## config.mk

```make
export PLATFORM = sky130hd
export DESIGN_NAME = multiset_slot_table_core
export DESIGN_NICKNAME = d
export VERILOG_FILES = /design/src/mst_pkg.sv /design/src/mst_ctrl.sv /design/src/mst_dp.sv /design/src/multiset_slot_table_core.sv
export SDC_FILE = /design/constraint.sdc
export NUM_CORES = 1
export LEC_CHECK = 0
export BUFFER_PORTS_ARGS = -buffer_cell sky130_fd_sc_hd__buf_2
export CAP_MARGIN = 40
export CORE_MARGIN = 3
export CORE_UTILIZATION = 55
export CTS_CLUSTER_DIAMETER = 60
export DETAILED_ROUTE_END_ITERATION = 8
export PLACE_DENSITY = 0.71
export SYNTH_ARGS = -nofsm -noshare
export SYNTH_HDL_FRONTEND = slang
export SYNTH_SLANG_ARGS = --single-unit
```

## constraint.sdc

```tcl
create_clock -name clk_i -period 6.4 [get_ports clk_i]
set_input_delay 0.64 -clock clk_i [delete_from_list [all_inputs] [get_ports clk_i]]
set_output_delay 0.64 -clock clk_i [all_outputs]
set_load 0.01 [all_outputs]
```

## src/mst_pkg.sv

```systemverilog
// shared constants, types and handshake structs for the multiset slot table
package mst_pkg;

  localparam int unsigned Capacity = 32;
  localparam int unsigned IdxW     = (Capacity > 1) ? $clog2(Capacity) : 1;
  localparam int unsigned CntW     = $clog2(Capacity + 1);
  localparam int unsigned ValW     = 32;
  localparam int unsigned CountOutW = 6;
  localparam int unsigned SlotOutW  = 5;

  typedef enum logic {
    FUNC_INSERT = 1'b0,
    FUNC_DELETE = 1'b1
  } func_e;

  typedef enum logic [1:0] {
    ST_IDLE,
    ST_INSERT,
    ST_DELETE,
    ST_FINISH
  } state_e;

  typedef struct packed {
    logic load;
    logic ins_write;
    logic ins_reject;
    logic ins_next;
    logic del_step;
    logic res_load;
  } cmd_t;

  typedef struct packed {
    logic full;
    logic slot_free;
    logic scan_last;
    logic cmp_last;
    logic out_busy;
  } sts_t;

endpackage

```

## src/mst_ctrl.sv

```systemverilog
// control state machine: sequences the slot scan for insert and delete
module mst_ctrl
  import mst_pkg::*;
(
  input  logic  clk_i,
  input  logic  rst_ni,
  input  logic  in_valid_i,
  input  logic  func_i,
  output logic  in_ready_o,
  input  sts_t  sts_i,
  output cmd_t  cmd_o
);

  state_e state_q, state_d;

  always_ff @(posedge clk_i or negedge rst_ni) begin
    if (!rst_ni) begin
      state_q <= ST_IDLE;
    end else begin
      state_q <= state_d;
    end
  end

  always_comb begin
    state_d = state_q;
    unique case (state_q)
      ST_IDLE: begin
        if (in_valid_i) begin
          state_d = (func_e'(func_i) == FUNC_DELETE) ? ST_DELETE : ST_INSERT;
        end
      end
      ST_INSERT: begin
        if (sts_i.full || sts_i.slot_free || sts_i.scan_last) begin
          state_d = ST_FINISH;
        end
      end
      ST_DELETE: begin
        if (sts_i.cmp_last) begin
          state_d = ST_FINISH;
        end
      end
      ST_FINISH: begin
        if (!sts_i.out_busy) begin
          state_d = ST_IDLE;
        end
      end
      default: state_d = ST_IDLE;
    endcase
  end

  always_comb begin
    cmd_o      = '0;
    in_ready_o = 1'b0;
    unique case (state_q)
      ST_IDLE: begin
        in_ready_o = 1'b1;
        cmd_o.load = in_valid_i;
      end
      ST_INSERT: begin
        priority if (sts_i.full) begin
          cmd_o.ins_reject = 1'b1;
        end else if (sts_i.slot_free) begin
          cmd_o.ins_write = 1'b1;
        end else if (sts_i.scan_last) begin
          cmd_o.ins_reject = 1'b1;
        end else begin
          cmd_o.ins_next = 1'b1;
        end
      end
      ST_DELETE: begin
        cmd_o.del_step = 1'b1;
      end
      ST_FINISH: begin
        cmd_o.res_load = !sts_i.out_busy;
      end
      default: begin
        cmd_o = '0;
      end
    endcase
  end

endmodule

```

## src/mst_dp.sv

```systemverilog
// datapath: value memory, occupied bits, counters and result register
module mst_dp
  import mst_pkg::*;
(
  input  logic                        clk_i,
  input  logic                        rst_ni,
  input  logic signed [ValW-1:0]      value_i,
  input  cmd_t                        cmd_i,
  output sts_t                        sts_o,
  input  logic                        out_ready_i,
  output logic                        out_valid_o,
  output logic [CountOutW-1:0]        removed_count_o,
  output logic [CountOutW-1:0]        occupancy_o,
  output logic                        rejected_o,
  output logic [SlotOutW-1:0]         slot_used_o
);

  localparam logic [IdxW-1:0] LastIdx = IdxW'(Capacity - 1);
  localparam logic [CntW-1:0] FullCnt = CntW'(Capacity);

  logic [ValW-1:0]     mem_q [Capacity];
  logic [ValW-1:0]     rdata_q;
  logic [ValW-1:0]     val_q;
  logic [IdxW-1:0]     idx_q;
  logic [IdxW-1:0]     cmp_idx_q;
  logic                cmp_vld_q;
  logic [Capacity-1:0] occ_q;
  logic [CntW-1:0]     total_q;
  logic [CntW-1:0]     freed_q;
  logic [IdxW-1:0]     slot_q;
  logic                rej_q;
  logic                out_vld_q;
  logic [CountOutW-1:0] out_removed_q;
  logic [CountOutW-1:0] out_occ_q;
  logic                out_rej_q;
  logic [SlotOutW-1:0] out_slot_q;
  logic                cmp_hit;
  logic                idx_last;

  assign idx_last = (idx_q == LastIdx);
  assign cmp_hit  = cmd_i.del_step && cmp_vld_q && occ_q[cmp_idx_q] && (rdata_q == val_q);

  assign sts_o.full      = (total_q == FullCnt);
  assign sts_o.slot_free = !occ_q[idx_q];
  assign sts_o.scan_last = idx_last;
  assign sts_o.cmp_last  = cmp_vld_q && (cmp_idx_q == LastIdx);
  assign sts_o.out_busy  = out_vld_q && !out_ready_i;

  // single-port value store
  always_ff @(posedge clk_i) begin
    if (cmd_i.ins_write) begin
      mem_q[idx_q] <= val_q;
    end else if (cmd_i.del_step) begin
      rdata_q <= mem_q[idx_q];
    end
  end

  always_ff @(posedge clk_i) begin
    if (cmd_i.load) begin
      val_q <= value_i;
    end
    if (cmd_i.del_step) begin
      cmp_idx_q <= idx_q;
    end
    if (cmd_i.res_load) begin
      out_removed_q <= CountOutW'(freed_q);
      out_occ_q     <= CountOutW'(total_q);
      out_rej_q     <= rej_q;
      out_slot_q    <= SlotOutW'(slot_q);
    end
  end

  always_ff @(posedge clk_i or negedge rst_ni) begin
    if (!rst_ni) begin
      idx_q     <= '0;
      cmp_vld_q <= 1'b0;
      occ_q     <= '0;
      total_q   <= '0;
      freed_q   <= '0;
      slot_q    <= '0;
      rej_q     <= 1'b0;
      out_vld_q <= 1'b0;
    end else begin
      if (cmd_i.load) begin
        idx_q     <= '0;
        cmp_vld_q <= 1'b0;
        freed_q   <= '0;
        slot_q    <= '0;
        rej_q     <= 1'b0;
      end
      if (cmd_i.ins_next) begin
        idx_q <= idx_q + IdxW'(1);
      end
      if (cmd_i.ins_write) begin
        occ_q[idx_q] <= 1'b1;
        total_q      <= total_q + CntW'(1);
        slot_q       <= idx_q;
      end
      if (cmd_i.ins_reject) begin
        rej_q <= 1'b1;
      end
      if (cmd_i.del_step) begin
        // read runs one slot ahead of the compare
        if (!idx_last) begin
          idx_q <= idx_q + IdxW'(1);
        end
        cmp_vld_q <= 1'b1;
      end
      if (cmp_hit) begin
        occ_q[cmp_idx_q] <= 1'b0;
        total_q          <= total_q - CntW'(1);
        freed_q          <= freed_q + CntW'(1);
      end
      if (cmd_i.res_load) begin
        out_vld_q <= 1'b1;
      end else if (out_ready_i) begin
        out_vld_q <= 1'b0;
      end
    end
  end

  assign out_valid_o     = out_vld_q;
  assign removed_count_o = out_removed_q;
  assign occupancy_o     = out_occ_q;
  assign rejected_o      = out_rej_q;
  assign slot_used_o     = out_slot_q;

endmodule

```

## src/multiset_slot_table_core.sv

```systemverilog
// multiset slot table top level: controller, datapath and checks
// Unordered multiset of signed 32-bit values in Capacity slots (32 here),
// duplicates allowed. An insert (func 0) takes the lowest free slot and
// reports it in slot_used; when the table is full it is dropped with
// rejected set. A delete (func 1) frees every occupied slot holding the
// value and reports the count. Every result carries the occupancy after the
// operation. One item is processed at a time: an insert scans the occupied
// bits from slot 0 and is rejected without a scan when the table is full, a
// delete walks the whole single-port value memory, one read per cycle with
// the compare one slot behind. The result register lets the next transfer
// be accepted while a result waits.
module multiset_slot_table_core
  import mst_pkg::*;
(
  input  logic                   clk_i,
  input  logic                   rst_ni,
  input  logic                   in_valid_i,
  output logic                   in_ready_o,
  input  logic                   func_i,
  input  logic signed [ValW-1:0] value_i,
  output logic                   out_valid_o,
  input  logic                   out_ready_i,
  output logic [CountOutW-1:0]   removed_count_o,
  output logic [CountOutW-1:0]   occupancy_o,
  output logic                   rejected_o,
  output logic [SlotOutW-1:0]    slot_used_o
);

  cmd_t cmd;
  sts_t sts;

  mst_ctrl u_ctrl (
    .clk_i      (clk_i),
    .rst_ni     (rst_ni),
    .in_valid_i (in_valid_i),
    .func_i     (func_i),
    .in_ready_o (in_ready_o),
    .sts_i      (sts),
    .cmd_o      (cmd)
  );

  mst_dp u_dp (
    .clk_i           (clk_i),
    .rst_ni          (rst_ni),
    .value_i         (value_i),
    .cmd_i           (cmd),
    .sts_o           (sts),
    .out_ready_i     (out_ready_i),
    .out_valid_o     (out_valid_o),
    .removed_count_o (removed_count_o),
    .occupancy_o     (occupancy_o),
    .rejected_o      (rejected_o),
    .slot_used_o     (slot_used_o)
  );

  // a rejected insert never reports a slot or a removal
  assert property (@(posedge clk_i) disable iff (!rst_ni)
    out_valid_o && rejected_o |-> removed_count_o == '0 && slot_used_o == '0)
    else $error("rejected result carries slot or count");

  // one item at a time: busy right after a transfer in
  assert property (@(posedge clk_i) disable iff (!rst_ni)
    in_valid_i && in_ready_o |=> !in_ready_o)
    else $error("input taken while an item is in flight");

  // never write into a full table or an occupied slot
  assert property (@(posedge clk_i) disable iff (!rst_ni)
    cmd.ins_write |-> !sts.full && sts.slot_free)
    else $error("insert into full table or occupied slot");

  // result register is only loaded when it can be overwritten
  assert property (@(posedge clk_i) disable iff (!rst_ni)
    cmd.res_load |-> !sts.out_busy)
    else $error("pending result overwritten");

endmodule

```

## After elaboration in Yosys (flattened, before gate mapping)

Memories as Yosys holds them, arrays and structs flattened. A register that Yosys moved wholly into a read port is not among the register bits.
Index checks and enable logic that the tools add are counted.

| word-level totals | value |
|---|---|
| register bits | 114 |
| latch bits | 0 |
| bits in writable memories | 1024 |
| ROM bits | 0 |
| input port bits | 37 |
| output and inout port bits | 20 |
| word-level logic and storage cells | 105 |
| memories kept | 1 |

Memories:

| name | depth | width | read ports | clocked after memory_dff | wr ports | RTL line | RTL |
|---|---|---|---|---|---|---|---|
| u_dp.mem_q | 32 | 32 | 1 | 1 | 1 | mst_dp.sv:21 | `logic [ValW-1:0] mem_q [Capacity];` |

| cells by class | value |
|---|---|
| add/sub/neg operators | 4 |
| multipliers | 0 |
| divide/modulo/power cells | 0 |
| $lt $le $gt $ge | 4 |
| eq/ne operators | 11 |
| shift-type cells | 0 |
| muxes and demuxes | 45 |
| bitwise logic cells | 4 |
| reduce and logical (&&, ||, !) cells | 21 |

Operator list:

| operator | count |
|---|---|
| 32-bit two-way mux | 2 |
| 32-bit bitwise AND | 1 |
| 32-bit == test | 1 |
| 32-bit NOT | 1 |
| 32-bit bitwise OR | 1 |
| 5-bit two-way mux | 6 |
| 6-bit two-way mux | 4 |
| 1-bit two-way mux | 21 |
| 6-bit by 1-bit adder with 6-bit output, second input constant | 2 |
| 5-bit by 6-bit less-than comparator with 1-bit output, second input constant | 2 |
| 2-bit two-way mux | 6 |
| 2-bit nonzero test | 6 |
| 1-bit binary-select mux with 5-bit select | 2 |
| 1-bit demux with 5-bit select | 2 |
| 5-bit == test, second input constant | 2 |
| 5-bit by 1-bit greater-or-equal comparator with 1-bit output, second input constant | 2 |
| 2-bit case mux with 4 select lines | 1 |
| 1-bit logical AND | 7 |
| 6-bit == test, second input constant | 1 |
| 2-bit != test, second input constant | 3 |
| 6-bit by 1-bit subtractor with 6-bit output, second input constant | 1 |
| 5-bit by 1-bit adder with 5-bit output, second input constant | 1 |
| 2-bit == test, second input constant | 2 |
| 4-bit AND reduction | 1 |
| 8 further kinds | 11 |

## Logic depth before layout (Yosys ltp)

Gate-level depths: netlist (run 1).

| depth | value |
|---|---|
| depth in word-level cells | 8 |
| depth in mapped cells | 16 |
| gate-level depth less buffers | 14 |

## Modules after synthesis

Synthesis (run 1) repeated with hierarchy kept, for this count alone.

| unflattened totals | value |
|---|---|
| cell total of the unflattened synthesis | 2024 |
| area total of the unflattened synthesis | 44590.3 sq um |

Modules (own cells, without submodules):

| module | times used | cells each | area an instance (sq um) | sequential area each (sq um) |
|---|---|---|---|---|
| mst_dp | 1 | 2000 | 44352.5 | 34788.4 |
| mst_ctrl | 1 | 24 | 237.7 | 50.0 |

## Worst setup path after synthesis (run 1)

Ideal clock, no wire load.

| path | value |
|---|---|
| path type | reg2reg |
| from | register u_dp.idx_q[1] |
| to | memory u_dp.mem_q[10][0], enable pin |
| setup time | 423 ps |
| arrival | 3553 ps |
| required time | 5977 ps |
| path slack | 2424 ps |
| stages on the path, launching flop included | 9 |
| path buffers | 2 |
| clock period less this slack | 3976 ps |
| cell sequence | dfrtp_1 > buf_2 > buf_2 > mux2i_1 > o22ai_1 > o21a_1 > nor4b_4 > nand2_4 > nor2_1 |

| between the ends | value |
|---|---|
| word-level cells in the longest chain between the ends | 7 |

Ends and longest elaborated chain:

| item | RTL line | RTL |
|---|---|---|
| start: declaration | mst_dp.sv:24 | `logic [IdxW-1:0] idx_q;` |
| start signal: assignment | mst_dp.sv:92 | `idx_q <= idx_q + IdxW'(1);` |
| start signal: assignment | mst_dp.sv:105 | `idx_q <= idx_q + IdxW'(1);` |
| 1-bit binary-select mux with 5-bit select | mst_dp.sv:44 | `assign sts_o.slot_free = !occ_q[idx_q];` |
| 1-bit two-way mux (not written as such) | mst_dp.sv:44 |  |
| 1-bit two-way mux | mst_ctrl.sv:62 | `end else if (sts_i.slot_free) begin` |
| 1-bit two-way mux | mst_ctrl.sv:60 | `priority if (sts_i.full) begin` |
| 3-bit two-way mux | mst_ctrl.sv:54 | `unique case (state_q)` |
| 1-bit two-way mux | mst_dp.sv:51 | `if (cmd_i.ins_write) begin` |
| 1-bit two-way mux (not written as such) | mst_dp.sv:52 | `mem_q[idx_q] <= val_q;` |
| end: declaration | mst_dp.sv:21 |  |

Parallel ways exist; a longest one is shown, timed or not. The select of a mux whose other input is x is not followed.

## Final worst setup path (run 1)

| path | value |
|---|---|
| from | register u_dp.idx_q[0] |
| to | memory u_dp.mem_q[20][27], enable pin |

Same word-level chain as after synthesis.

==> tab_implementation.tex, run 1 <==
\begin{tabular}{lr}
\hline
Metric & Value \\
\hline
\multicolumn{2}{l}{\textbf{Finish}} \\
\quad Commonest cells after routing, fill and taps aside & sky130\_fd\_sc\_hd\_\_edfxtp\_1 (1111), sky130\_fd\_sc\_hd\_\_mux4\_2 (263), sky130\_fd\_sc\_hd\_\_a22oi\_1 (129), sky130\_fd\_sc\_hd\_\_clkbuf\_16 (116), sky130\_fd\_sc\_hd\_\_dfrtp\_1 (57) \\
\quad Commonest non-fill, non-tap cell in the layout & sky130\_fd\_sc\_hd\_\_edfxtp\_1 \\
\quad Count of antenna diodes in the layout & 0 \\
\quad Area grow syn2layout & 13.8\% \\
\quad \# nets final & 2239 \\
\quad Fin util & 63.8\% \\
\quad Combined flip-flop and latch cell area & 0.0348 mm2 \\
\quad Proportion of layout cells with a drive suffix above 1 & 27.8\% \\
\quad Area of the multi-input gates & 0.00966 mm2 \\
\quad Filler cell count & 5110 \\
\multicolumn{2}{l}{\textbf{Synth}} \\
\quad Share of synthesized registers carrying an async set or reset & 5.04\% \\
\quad Leading post-synthesis cells by cell area & sky130\_fd\_sc\_hd\_\_edfxtp\_1 (75\%), sky130\_fd\_sc\_hd\_\_mux4\_2 (13\%), sky130\_fd\_sc\_hd\_\_dfrtp\_1 (3.3\%) \\
\quad Sequential-to-total area share from yosys stat & 77.9\% \\
\quad Top cell type's share of synthesized area & 74.6\% \\
\quad Total standard cell area after synthesis & 0.0447 mm2 \\
\quad Synthesized flop and latch total & 1170 \\
\quad Most common flop cell mapped by yosys & sky130\_fd\_sc\_hd\_\_edfxtp\_1 \\
\quad Instance count of the mapped netlist & 2038 \\
\quad Average footprint of a synthesized cell & 21.9 um2 \\
\quad Cell type with the largest total area after synthesis & sky130\_fd\_sc\_hd\_\_edfxtp\_1 \\
\quad Distinct cell type count of the synthesized netlist & 58 \\
\quad YS warnings & 0 \\
\quad Count of flip-flops with a built-in enable after synthesis & 1111 \\
\quad Synthesized net count & 2090 \\
\multicolumn{2}{l}{\textbf{Run status}} \\
\quad Outcome & finished, final reports clean \\
\multicolumn{2}{l}{\textbf{Hold path}} \\
\quad Worst min path class & input pin to async pin \\
\multicolumn{2}{l}{\textbf{CTS}} \\
\quad Clock Path Buffers & 3 \\
\quad Clock insertion delay at the later pin of the skew report & 0.67 ns \\
\quad Clock input transition at the sequential cells of the worst setup and hold paths & 0.06 ns \\
\quad TritonCTS clock tree & done \\
\quad Number of buffers created by CTS & 114 \\
\quad Number of levels in the clock H-tree & 3 \\
\quad Buffer cell driving the clock tree root & sky130\_fd\_sc\_hd\_\_clkbuf\_16 \\
\quad Post-CTS Repair Setup Buffers & 0 \\
\quad Number of gates resized after CTS & 0 \\
\quad Hold buffer count at cts & 0 \\
\quad Number of sinks on the clock net & 1170 \\
\multicolumn{2}{l}{\textbf{Drt}} \\
\quad Antenna violation net count after detailed routing & 0 \\
\quad Aggregate routed wire length & 106 mm \\
\quad Mean routed wirelength per cell & 32.0 um \\
\quad Count of unresolved DRC violations after routing & 0 \\
\quad DR iter-0 viols & 2933 \\
\quad Drt first pass iters & 8 \\
\quad Number of vias in the routed layout & 22000 \\
\quad Detail-routed via count per cell & 6.61 \\
\multicolumn{2}{l}{\textbf{Placed design}} \\
\quad Port buffer count & 56 \\
\quad Routability Congestion & 0.954 \\
\quad Final HPWL from detailed placement & 66.0 mm \\
\multicolumn{2}{l}{\textbf{Die}} \\
\quad Row Count & 103 \\
\quad Die Outline Area & 0.0848 mm2 \\
\quad Height of the chip & 291 um \\
\quad Initial Utilization & 56.1\% \\
\quad Floorplan Core Area & 0.0798 mm2 \\
\quad Width of the chip & 291 um \\
\quad Boundary pin count & 57 \\
\multicolumn{2}{l}{\textbf{STA}} \\
\quad Final count of negative-setup-slack endpoints & 0 \\
\quad Number of max-slew violations in the final report & 0 \\
\quad Transition time at the pin with the least slew margin & 0.909 ns \\
\quad Shortest clock period the worst path allows after layout & 4.53 ns \\
\quad Post-Route Hold Slack & 0.119 ns \\
\quad Fin crit share & 70.8\% \\
\quad Worst Clk Skew & 0.0183 ns \\
\quad Setup TNS after final layout & 0 ns \\
\quad Total count of hold-check failures in the final report & 0 \\
\quad Unrepaired setup endpoints after global routing & false \\
\quad Achievable clock frequency & 221 MHz \\
\quad Worst rel slew slack & 39.4\% \\
\multicolumn{2}{l}{\textbf{Setup path}} \\
\quad Cell type with the highest occurrence count on the critical path & sky130\_fd\_sc\_hd\_\_buf\_4 \\
\quad Element type at the critical path start & flop \\
\quad Required time at the endpoint of the critical path & 6.76 ns \\
\quad Endpoint class of the critical path & flop \\
\quad Buffer and inverter count on the worst path & 2 \\
\quad Series of cell instances along the critical path & buf\_4, o221ai\_1, o21a\_1, nor4b\_4, nand2\_4, nor2\_4, buf\_4 \\
\quad Path type of the worst setup path & flop to flop \\
\quad Dominant delay contributor by cell family on the critical path & simple AND/OR/NAND/NOR gates \\
\quad CP Data Arrival Time & 4.89 ns \\
\quad Critical path's largest stage delay & 0.96 ns \\
\quad Depth of the critical timing path with buffers and inverters included & 7 \\
\quad Maximum fanout along the worst path & 43 \\
\quad Critical Path Source & u\_dp.idx\_q[0] \\
\quad Worst reg-to-reg path cell count & 7 \\
\quad Slowest CP cell & sky130\_fd\_sc\_hd\_\_dfrtp\_4 \\
\quad Reg2Reg Launch Point & u\_dp.idx\_q[0] \\
\multicolumn{2}{l}{\textbf{GRT}} \\
\quad Via count of the first global-routing pass & 22200 \\
\quad Total global-route track usage & 25.4\% \\
\quad Global-route congestion overflow total & 0 \\
\quad Maximum number of pins on one net before global-route repair & 123 \\
\quad First-pass GRT wire length & 157 mm \\
\quad Number of antenna violations at the first check in global routing & 1 \\
\multicolumn{2}{l}{\textbf{Run}} \\
\quad Max-cap violations & 0 \\
\multicolumn{2}{l}{\textbf{Power}} \\
\quad Peak supply drop & 311 uV \\
\quad Cell leakage power & 16.2 nW \\
\quad Cell area power density & 411 mW/mm2 \\
\hline
\end{tabular}
-- final timing paths --
check                      slack (ns)                   to
max                              1.87   u_dp.mem_q[20][27]
max reg2reg                      1.87   u_dp.mem_q[20][27]
max in group asynchronous        5.64        u_dp.idx_q[1]
min reg2reg                      0.46  u_dp.slot_used_o[0]
min                              0.12      u_dp.total_q[3]
min in group clk_i               0.15        u_dp.val_q[5]
-- registers in the layout, indices dropped and copies added (netlist names), 2 cells and up --
register and count:
u_ctrl.state_q 2, u_dp.cmp_idx_q 5, u_dp.freed_q 6, u_dp.idx_q 5, u_dp.mem_q 1024, u_dp.occ_q 32, u_dp.occupancy_o 6, u_dp.rdata_q 32
u_dp.removed_count_o 6, u_dp.slot_q 5, u_dp.slot_used_o 5, u_dp.total_q 6, u_dp.val_q 32
-- metrics by stage --
stage          total power [W]  std cells  worst slack, ns  area, um2
6_report                0.0209       3325             1.87      50900
5_1_grt                 0.0217       3325             1.43      50900
4_1_cts                 0.0210       3325             1.76      50900
3_5_place_dp            0.0147       3121             1.77      47300
3_3_place_gp            0.0145       3086             1.85      46600
2_1_floorplan           0.0129       2038             2.42      44700
-- metal layers --
metal | track usage, % | vias to the layer above | part of all wire [%]
li1 | - | 8938 | -
met1 | 35.9 | 11600 | 39
met2 | 40.1 | 1200 | 49
met3 | 4.16 | 227 | 7.9
met4 | 10.9 | 0 | 4.6
met5 | 0 | - | 0
-- cells by family (layout without fill, tap and decap cells) --
logic type,Yosys count,after routing,synth area share (%)
fa+ha+maj,15,15,0.437
simple gates,194,194,2.49
xor+xnor,38,38,0.744
buf+inv,125,362,1.09
compound gates,207,207,3.45
flops,1170,1170,77.9
mux,289,289,13.9
-- worst reg2reg max path, cell delays in order, from the launching register on --
cell                       delay [ns]
sky130_fd_sc_hd__dfrtp_4         0.96
sky130_fd_sc_hd__buf_4           0.76
sky130_fd_sc_hd__o221ai_1        0.26
sky130_fd_sc_hd__o21a_1          0.22
sky130_fd_sc_hd__nor4b_4         0.63
sky130_fd_sc_hd__nand2_4         0.30
sky130_fd_sc_hd__nor2_4          0.75
sky130_fd_sc_hd__buf_4           0.35
-- area by class of cell --
type,count,share of cell area [%]
sequential,1170,68.5
multi-input combinational,743,19.0
clock buffer,146,6.08
timing repair buffer,143,2.90
tap,1050,2.58
clock inverter,58,0.890
inverter,15,0.111
-- where the power goes --
| part | internal (W) | switching, W |
|---|---|---|
| logic | 0.00209 | 0.00285 |
| clock network | 0.00364 | 0.00273 |
| registers | 0.00918 | 0.000434 |
-- synth_stat cells (all sizes together) (5+ instances only) --
| cell type | instances |
|---|---|
| edfxtp | 1111 |
| mux4 | 263 |
| a22oi | 129 |
| clkbuf | 68 |
| dfrtp | 59 |
| buf | 42 |
| nand2 | 41 |
| nor2 | 41 |
| nand4 | 36 |
| xor2 | 33 |
| a2bb2oi | 32 |
| o21ai | 19 |
| mux2 | 16 |
| inv | 15 |
| ha | 14 |
| nor4 | 13 |
| mux2i | 10 |
| nand3 | 9 |
| nor3 | 9 |
| nor3b | 8 |
| and3 | 6 |
| a21oi | 5 |
| and2 | 5 |
| and3b | 5 |
| xnor2 | 5 |
Note: power is estimated with default switching activity, not from simulation.
==> run 2: changes to the inputs <==
==> constraint.sdc (replaced) <==
create_clock -name clk_i -period 4.5 [get_ports clk_i]
set_input_delay 0.45 -clock clk_i [delete_from_list [all_inputs] [get_ports clk_i]]
set_output_delay 0.45 -clock clk_i [all_outputs]
set_load 0.01 [all_outputs]
==> tab_implementation.tex, run 2 (same netlist as run 1, synthesis figures left out) <==
\begin{tabular}{lr}
\hline
Metric & Value \\
\hline
\multicolumn{2}{l}{\textbf{STA}} \\
\quad Total count of hold-check failures in the final report & 0 (unchanged) \\
\quad Final count of negative-setup-slack endpoints & 0 (unchanged) \\
\quad Unrepaired setup endpoints after global routing & false \\
\quad Fin crit share & 93.0\% (+22 points) \\
\quad Worst rel slew slack & 25.3\% (-14 points) \\
\quad Number of max-slew violations in the final report & 0 (unchanged) \\
\quad Shortest clock period the worst path allows after layout & 4.18 ns (-0.348 ns) \\
\quad Setup TNS after final layout & 0 ns (unchanged) \\
\quad Worst Clk Skew & 0.0407 ns (+0.0224 ns) \\
\quad Achievable clock frequency & 239 MHz (+8.3\%) \\
\quad Transition time at the pin with the least slew margin & 1.12 ns (+0.211 ns) \\
\multicolumn{2}{l}{\textbf{CTS}} \\
\quad TritonCTS clock tree & done \\
\quad Buffer cell driving the clock tree root & sky130\_fd\_sc\_hd\_\_clkbuf\_16 \\
\quad Post-CTS Repair Setup Buffers & 0 (unchanged) \\
\quad Number of gates resized after CTS & 0 (unchanged) \\
\quad Clock Path Buffers & 3 (unchanged) \\
\quad Clock insertion delay at the later pin of the skew report & 0.69 ns (+0.02 ns) \\
\quad Number of buffers created by CTS & 114 (unchanged) \\
\quad Number of sinks on the clock net & 1170 (unchanged) \\
\quad Number of levels in the clock H-tree & 3 (unchanged) \\
\quad Hold buffer count at cts & 31 (+31) \\
\quad Clock input transition at the sequential cells of the worst setup and hold paths & 0.06 ns (about the same) \\
\multicolumn{2}{l}{\textbf{Placed design}} \\
\quad Routability Congestion & 0.852 (-11\%) \\
\quad Port buffer count & 56 (unchanged) \\
\quad Final HPWL from detailed placement & 61.2 mm (-7.2\%) \\
\multicolumn{2}{l}{\textbf{GRT}} \\
\quad First-pass GRT wire length & 160 mm (+1.6\%) \\
\quad Maximum number of pins on one net before global-route repair & 166 (+35\%) \\
\quad Global-route congestion overflow total & 0 (unchanged) \\
\quad Total global-route track usage & 26.0\% (+0.58 points) \\
\quad Via count of the first global-routing pass & 22700 (+2.2\%) \\
\quad Number of antenna violations at the first check in global routing & 1 (unchanged) \\
\multicolumn{2}{l}{\textbf{Power}} \\
\quad Cell area power density & 583 mW/mm2 (+42\%) \\
\quad Peak supply drop & 523 uV (+68\%) \\
\quad Cell leakage power & 16.6 nW (+2.3\%) \\
\multicolumn{2}{l}{\textbf{Setup path}} \\
\quad Required time at the endpoint of the critical path & 5.04 ns (-1.72 ns) \\
\quad Reg2Reg Launch Point & u\_dp.val\_q[16] \\
\quad Dominant delay contributor by cell family on the critical path & simple AND/OR/NAND/NOR gates \\
\quad Endpoint class of the critical path & flop \\
\quad Maximum fanout along the worst path & 9 (-79\%) \\
\quad Slowest CP cell & sky130\_fd\_sc\_hd\_\_or4\_1 \\
\quad Critical path's largest stage delay & 0.51 ns (-0.45 ns) \\
\quad Critical Path Source & u\_dp.val\_q[16] \\
\quad Element type at the critical path start & flop \\
\quad CP Data Arrival Time & 4.73 ns (-0.16 ns) \\
\quad Path type of the worst setup path & flop to flop \\
\quad Series of cell instances along the critical path & xor2\_1, or4\_1, or4b\_1, nor4\_2, nand3\_2, inv\_1, ha\_1, o21ai\_0, nor2\_1, o21ai\_0, nand2b\_1, nand2\_1, mux2i\_1, xor2\_1 \\
\quad Buffer and inverter count on the worst path & 1 (-1) \\
\multicolumn{2}{l}{\textbf{Drt}} \\
\quad Number of vias in the routed layout & 22600 (+2.8\%) \\
\quad Antenna violation net count after detailed routing & 0 (unchanged) \\
\quad DR iter-0 viols & 2931 (-0.068\%) \\
\quad Aggregate routed wire length & 110 mm (+3.1\%) \\
\quad Drt first pass iters & 6 (-2) \\
\quad Detail-routed via count per cell & 6.65 (+0.49\%) \\
\quad Count of unresolved DRC violations after routing & 0 (unchanged) \\
\quad Mean routed wirelength per cell & 32.2 um (+0.84\%) \\
\multicolumn{2}{l}{\textbf{Finish}} \\
\quad Fin util & 64.6\% (+0.77 points) \\
\quad Flip-flop count of the largest register, all copies and words added & 1024 (unchanged) \\
\quad \# nets final & 2304 (+2.9\%) \\
\quad Register name with the most flops & u\_dp.mem\_q \\
\quad Area grow syn2layout & 15.2\% \\
\quad Commonest non-fill, non-tap cell in the layout & sky130\_fd\_sc\_hd\_\_edfxtp\_1 \\
\quad Commonest cells after routing, fill and taps aside & sky130\_fd\_sc\_hd\_\_edfxtp\_1 (1111), sky130\_fd\_sc\_hd\_\_mux4\_2 (263), sky130\_fd\_sc\_hd\_\_a22oi\_1 (129), sky130\_fd\_sc\_hd\_\_clkbuf\_16 (114), sky130\_fd\_sc\_hd\_\_buf\_4 (97) \\
\quad Proportion of layout cells with a drive suffix above 1 & 28.9\% (+1.1 points) \\
\quad Count of antenna diodes in the layout & 0 (unchanged) \\
\quad Filler cell count & 5134 (+0.47\%) \\
\multicolumn{2}{l}{\textbf{Run status}} \\
\quad Outcome & finished, final reports clean \\
\multicolumn{2}{l}{\textbf{Run}} \\
\quad Max-cap violations & 0 (unchanged) \\
\multicolumn{2}{l}{\textbf{Die}} \\
\quad Height of the chip & 291 um (unchanged) \\
\quad Die Outline Area & 0.0848 mm2 (unchanged) \\
\quad Row Count & 103 (unchanged) \\
\quad Initial Utilization & 56.1\% (unchanged) \\
\quad Floorplan Core Area & 0.0798 mm2 (unchanged) \\
\quad Boundary pin count & 57 (unchanged) \\
\quad Width of the chip & 291 um (unchanged) \\
\multicolumn{2}{l}{\textbf{Hold path}} \\
\quad Startpoint of the worst hold path & value\_i[1] \\
\quad Worst min path class & input pin to flop \\
\hline
\end{tabular}
## run 2: layer usage
| metal | part of all wire (%) | global-route usage (%) | up-vias | wire [um] |
|---|---|---|---|---|
| li1 | - | - | 9073 | - |
| met1 | 39 | 38.3 | 11900 | 42900 |
| met2 | 48 | 40.1 | 1423 | 52200 |
| met3 | 10 | 5.06 | 206 | 11200 |
| met4 | 3.1 | 8.33 | 2 | 3370 |
| met5 | 0.0064 | 0 | - | 7 |
## run 2: cell type report
type | instances | area, um2 | share of cell area (%)
inverters | 15 | 56.3 | 0.109
clock buffers | 135 | 2930 | 5.69
flip-flops and latches | 1170 | 34800 | 67.6
repair buffers | 208 | 1810 | 3.51
well taps | 1050 | 1310 | 2.55
multi-input cells | 743 | 9660 | 18.7
clock inverters | 80 | 898 | 1.74
## run 2: worst paths after layout
path | end | slack, ns | cells after the start
worst max-delay path | u_dp.total_q[5] | 0.32 | 14
worst min-delay path | u_dp.val_q[1] | 0.07 | 1
worst max register to register | u_dp.total_q[5] | 0.32 | 14
worst min register to register | u_dp.slot_used_o[3] | 0.45 | 0
max in group asynchronous | u_dp.idx_q[1] | 3.43 | 3
min in group asynchronous | u_dp.total_q[0] | 0.48 | 3
## run 2: metrics by stage
| step | hold slack (ns) | area (um2) | power (W) | setup WS (ns) | instances |
|---|---|---|---|---|---|
| 6_report | 0.0742 | 51500 | 0.0300 | 0.317 | 3401 |
| 5_1_grt | 0.0295 | 51500 | 0.0311 | 0.0870 | 3401 |
| 4_1_cts | 0.0421 | 51500 | 0.0302 | 0.349 | 3400 |
| 3_5_place_dp | 0.441 | 47400 | 0.0206 | 0.383 | 3154 |
| 3_3_place_gp | 0.436 | 47300 | 0.0204 | 0.334 | 3151 |
| 2_1_floorplan | 0.154 | 44700 | 0.0184 | 0.524 | 2038 |
## run 2: worst register-to-register path: cells and delay by family, from the launching register on
kind	cells	cell delay (ns)
adder cells (fa/ha/maj)	1	0.31
flip-flops	1	0.47
multiplexers	1	0.09
AO/OA/AOI/OAI	2	0.39
buffers and inverters	1	0.26
XOR/XNOR	2	0.37
AND/OR/NAND/NOR	7	2.16
## run 2: report_power, final
group,total (W),leakage [nW],internal (W),switching (W)
Sequential,0.0136,10.8,0.0131,0.000512
Clock,0.00964,1.86,0.00555,0.00409
Combinational,0.00682,3.93,0.00297,0.00385
==> run 3: changes to the inputs <==
--- a/config.mk
+++ b/config.mk
@@ -11,6 +11,7 @@
 export CORE_UTILIZATION = 55
 export CTS_CLUSTER_DIAMETER = 60
 export DETAILED_ROUTE_END_ITERATION = 8
+export MAX_ROUTING_LAYER = met4
 export PLACE_DENSITY = 0.71
 export SYNTH_ARGS = -nofsm -noshare
 export SYNTH_HDL_FRONTEND = slang
==> tab_implementation.tex, run 3 (same netlist as run 1, synthesis figures left out) <==
\begin{tabular}{lr}
\hline
Metric & Value \\
\hline
\multicolumn{2}{l}{\textbf{Run status}} \\
\quad Outcome & finished, final reports clean \\
\multicolumn{2}{l}{\textbf{Setup path}} \\
\quad Series of cell instances along the critical path & xor2\_1, or4\_1, or4b\_1, nor4\_2, nand3\_2, inv\_1, ha\_1, a211oi\_1, nor2\_1, o21ai\_0, nand2b\_1, nand2\_1, mux2i\_1, xor2\_1 \\
\quad Path type of the worst setup path & flop to flop \\
\quad Maximum fanout along the worst path & 9 (unchanged) \\
\quad Reg2Reg Launch Point & u\_dp.val\_q[16] \\
\quad Endpoint class of the critical path & flop \\
\quad Element type at the critical path start & flop \\
\quad Setup slack of the most critical reg-to-reg path & 0.30 ns (about the same) \\
\quad Worst reg-to-reg path cell count & 14 (unchanged) \\
\quad Required time at the endpoint of the critical path & 5.04 ns (about the same) \\
\quad Critical path's largest stage delay & 0.57 ns (+0.06 ns) \\
\quad Dominant delay contributor by cell family on the critical path & simple AND/OR/NAND/NOR gates \\
\quad Reg-to-reg critical path endpoint & u\_dp.total\_q[5] \\
\quad CP Data Arrival Time & 4.74 ns (about the same) \\
\quad Depth of the critical timing path with buffers and inverters included & 14 (unchanged) \\
\quad Cell type with the highest occurrence count on the critical path & sky130\_fd\_sc\_hd\_\_xor2\_1 \\
\quad Slowest CP cell & sky130\_fd\_sc\_hd\_\_or4\_1 \\
\quad Buffer and inverter count on the worst path & 1 (unchanged) \\
\multicolumn{2}{l}{\textbf{STA}} \\
\quad Total count of hold-check failures in the final report & 0 (unchanged) \\
\quad Worst Clk Skew & 0.0240 ns (-0.0167 ns) \\
\quad Worst rel slew slack & 31.1\% (+5.8 points) \\
\quad Fin crit share & 93.3\% (+0.33 points) \\
\quad Final count of negative-setup-slack endpoints & 0 (unchanged) \\
\quad Setup TNS after final layout & 0 ns (unchanged) \\
\quad Unrepaired setup endpoints after global routing & false \\
\quad Achievable clock frequency & 238 MHz (-0.35\%) \\
\quad Shortest clock period the worst path allows after layout & 4.20 ns (+0.0146 ns) \\
\quad Number of max-slew violations in the final report & 0 (unchanged) \\
\quad Transition time at the pin with the least slew margin & 1.03 ns (-0.0867 ns) \\
\multicolumn{2}{l}{\textbf{Hold path}} \\
\quad Worst Hold Path Cells & 1 (unchanged) \\
\quad End point of the most critical hold path & u\_dp.val\_q[26] \\
\quad Worst min path class & input pin to flop \\
\quad Startpoint of the worst hold path & value\_i[26] \\
\multicolumn{2}{l}{\textbf{CTS}} \\
\quad Number of sinks on the clock net & 1170 (unchanged) \\
\quad Clock input transition at the sequential cells of the worst setup and hold paths & 0.06 ns (about the same) \\
\quad Clock Path Buffers & 3 (unchanged) \\
\quad TritonCTS clock tree & done \\
\quad Buffer cell driving the clock tree root & sky130\_fd\_sc\_hd\_\_clkbuf\_16 \\
\quad Clock insertion delay at the later pin of the skew report & 0.67 ns (-0.02 ns) \\
\quad Number of levels in the clock H-tree & 3 (unchanged) \\
\quad Number of gates resized after CTS & 0 (unchanged) \\
\quad Number of buffers created by CTS & 113 (-0.88\%) \\
\multicolumn{2}{l}{\textbf{Die}} \\
\quad Die Outline Area & 0.0848 mm2 (unchanged) \\
\quad Floorplan Core Area & 0.0798 mm2 (unchanged) \\
\quad Width of the chip & 291 um (unchanged) \\
\quad Initial Utilization & 56.1\% (unchanged) \\
\quad Boundary pin count & 57 (unchanged) \\
\quad Row Count & 103 (unchanged) \\
\quad Height of the chip & 291 um (unchanged) \\
\multicolumn{2}{l}{\textbf{Drt}} \\
\quad DR iter-0 viols & 3241 (+11\%) \\
\quad Drt first pass iters & 5 (-1) \\
\quad Antenna violation net count after detailed routing & 0 (unchanged) \\
\quad Aggregate routed wire length & 110 mm (+0.57\%) \\
\quad Mean routed wirelength per cell & 32.4 um (+0.57\%) \\
\quad Number of vias in the routed layout & 22500 (-0.52\%) \\
\quad Count of unresolved DRC violations after routing & 0 (unchanged) \\
\quad Detail-routed via count per cell & 6.61 (-0.52\%) \\
\multicolumn{2}{l}{\textbf{GRT}} \\
\quad Number of antenna violations at the first check in global routing & 1 (unchanged) \\
\quad Maximum number of pins on one net before global-route repair & 153 (-7.8\%) \\
\quad Total global-route track usage & 27.0\% (+0.95 points) \\
\quad First-pass GRT wire length & 160 mm (+0.10\%) \\
\quad Global-route congestion overflow total & 0 (unchanged) \\
\quad Via count of the first global-routing pass & 22600 (-0.16\%) \\
\multicolumn{2}{l}{\textbf{Placed design}} \\
\quad Placed cells & 3159 (+0.16\%) \\
\quad Routability Congestion & 0.865 (+1.5\%) \\
\quad Instance area after placement & 0.0474 mm2 (about the same) \\
\quad Port buffer count & 56 (unchanged) \\
\quad Final HPWL from detailed placement & 61.6 mm (+0.74\%) \\
\multicolumn{2}{l}{\textbf{Finish}} \\
\quad Commonest non-fill, non-tap cell in the layout & sky130\_fd\_sc\_hd\_\_edfxtp\_1 \\
\quad Final Instance Count excl. Fillers & 3401 (unchanged) \\
\quad Register name with the most flops & u\_dp.mem\_q \\
\quad Flip-flop count of the largest register, all copies and words added & 1024 (unchanged) \\
\quad Area grow syn2layout & 14.7\% \\
\quad Proportion of layout cells with a drive suffix above 1 & 28.7\% (-0.19 points) \\
\quad Commonest cells after routing, fill and taps aside & sky130\_fd\_sc\_hd\_\_edfxtp\_1 (1111), sky130\_fd\_sc\_hd\_\_mux4\_2 (263), sky130\_fd\_sc\_hd\_\_a22oi\_1 (129), sky130\_fd\_sc\_hd\_\_clkbuf\_16 (119), sky130\_fd\_sc\_hd\_\_buf\_4 (104) \\
\quad Final instance area & 0.0513 mm2 (-0.44\%) \\
\quad \# nets final & 2306 (+0.087\%) \\
\multicolumn{2}{l}{\textbf{Run}} \\
\quad Max-cap violations & 0 (unchanged) \\
\multicolumn{2}{l}{\textbf{Power}} \\
\quad Cell leakage power & 16.5 nW (-0.45\%) \\
\quad Cell area power density & 577 mW/mm2 (-0.97\%) \\
\quad Peak supply drop & 793 uV (+52\%) \\
\hline
\end{tabular}
run 3: cell count changes in the layout (fill, tap and decap cells not counted), moves of 3 or more:
| cell | delta |
|---|---|
| sky130_fd_sc_hd__buf_4 | +7 |
| sky130_fd_sc_hd__clkbuf_1 | +5 |
| sky130_fd_sc_hd__clkbuf_16 | +5 |
| sky130_fd_sc_hd__bufinv_16 | -8 |
| sky130_fd_sc_hd__inv_6 | -4 |
| sky130_fd_sc_hd__clkinv_16 | -3 |
run 3: layout make-up:
class | instances | area (um2)
Antenna cell | 2 | 5.00
Inverter | 15 | 56.3
Tap cell | 1050 | 1310
Fill cell | 5122 | 28500
Clock buffer | 145 | 3060
Sequential cell | 1170 | 34800
Multi-Input combinational cell | 743 | 9660
Timing Repair Buffer | 211 | 1800
Clock inverter | 65 | 538
run 3: routing by layer:
| layer | wire (um) | track usage (%) | vias up |
|---|---|---|---|
| li1 | - | - | 9079 |
| met1 | 41900 | 37.5 | 11800 |
| met2 | 52300 | 40.1 | 1376 |
| met3 | 11900 | 5.59 | 254 |
| met4 | 4220 | 10.2 | 0 |
| met5 | 0 | - | - |
run 3: worst max-delay path by stage:
stage	endpoint	from	slack [ns]
2_1_floorplan	u_dp.mem_q[10][0]	u_dp.idx_q[1]	0.52
3_3_place_gp	u_dp.total_q[5]	u_dp.val_q[16]	0.46
3_5_place_dp	u_dp.total_q[5]	u_dp.val_q[13]	0.30
4_1_cts	u_dp.total_q[5]	u_dp.val_q[13]	0.28
5_1_grt	u_dp.total_q[5]	u_dp.val_q[4]	0.03
6_report	u_dp.total_q[5]	u_dp.val_q[16]	0.30
run 3: stage by stage:
| step | total power (W) | setup WS [ns] | hold slack, ns | utilization [%] |
|---|---|---|---|---|
| finish | 0.0296 | 0.302 | 0.0405 | 64.3 |
| global route | 0.0307 | 0.0255 | 0.0276 | 64.3 |
| CTS | 0.0298 | 0.279 | 0.0259 | 64.3 |
| detailed placement | 0.0206 | 0.303 | 0.433 | 59.4 |
| global placement | 0.0205 | 0.458 | 0.437 | 59.3 |
| floorplan | 0.0184 | 0.524 | 0.154 | - |
run 3: repair_timing:
item,4_1_cts,5_1_grt
endpoints found under the setup margin,0,0
endpoints found under the hold margin,87,0
hold buffers,29,0
setup buffers,0,0
run 3: where the power goes:
group          switching (W)  total [W]  internal (W)  leakage, nW
clock                0.00394    0.00915       0.00521         1.78
sequential          0.000526     0.0136        0.0131         10.8
combinational        0.00391    0.00688       0.00296         3.94
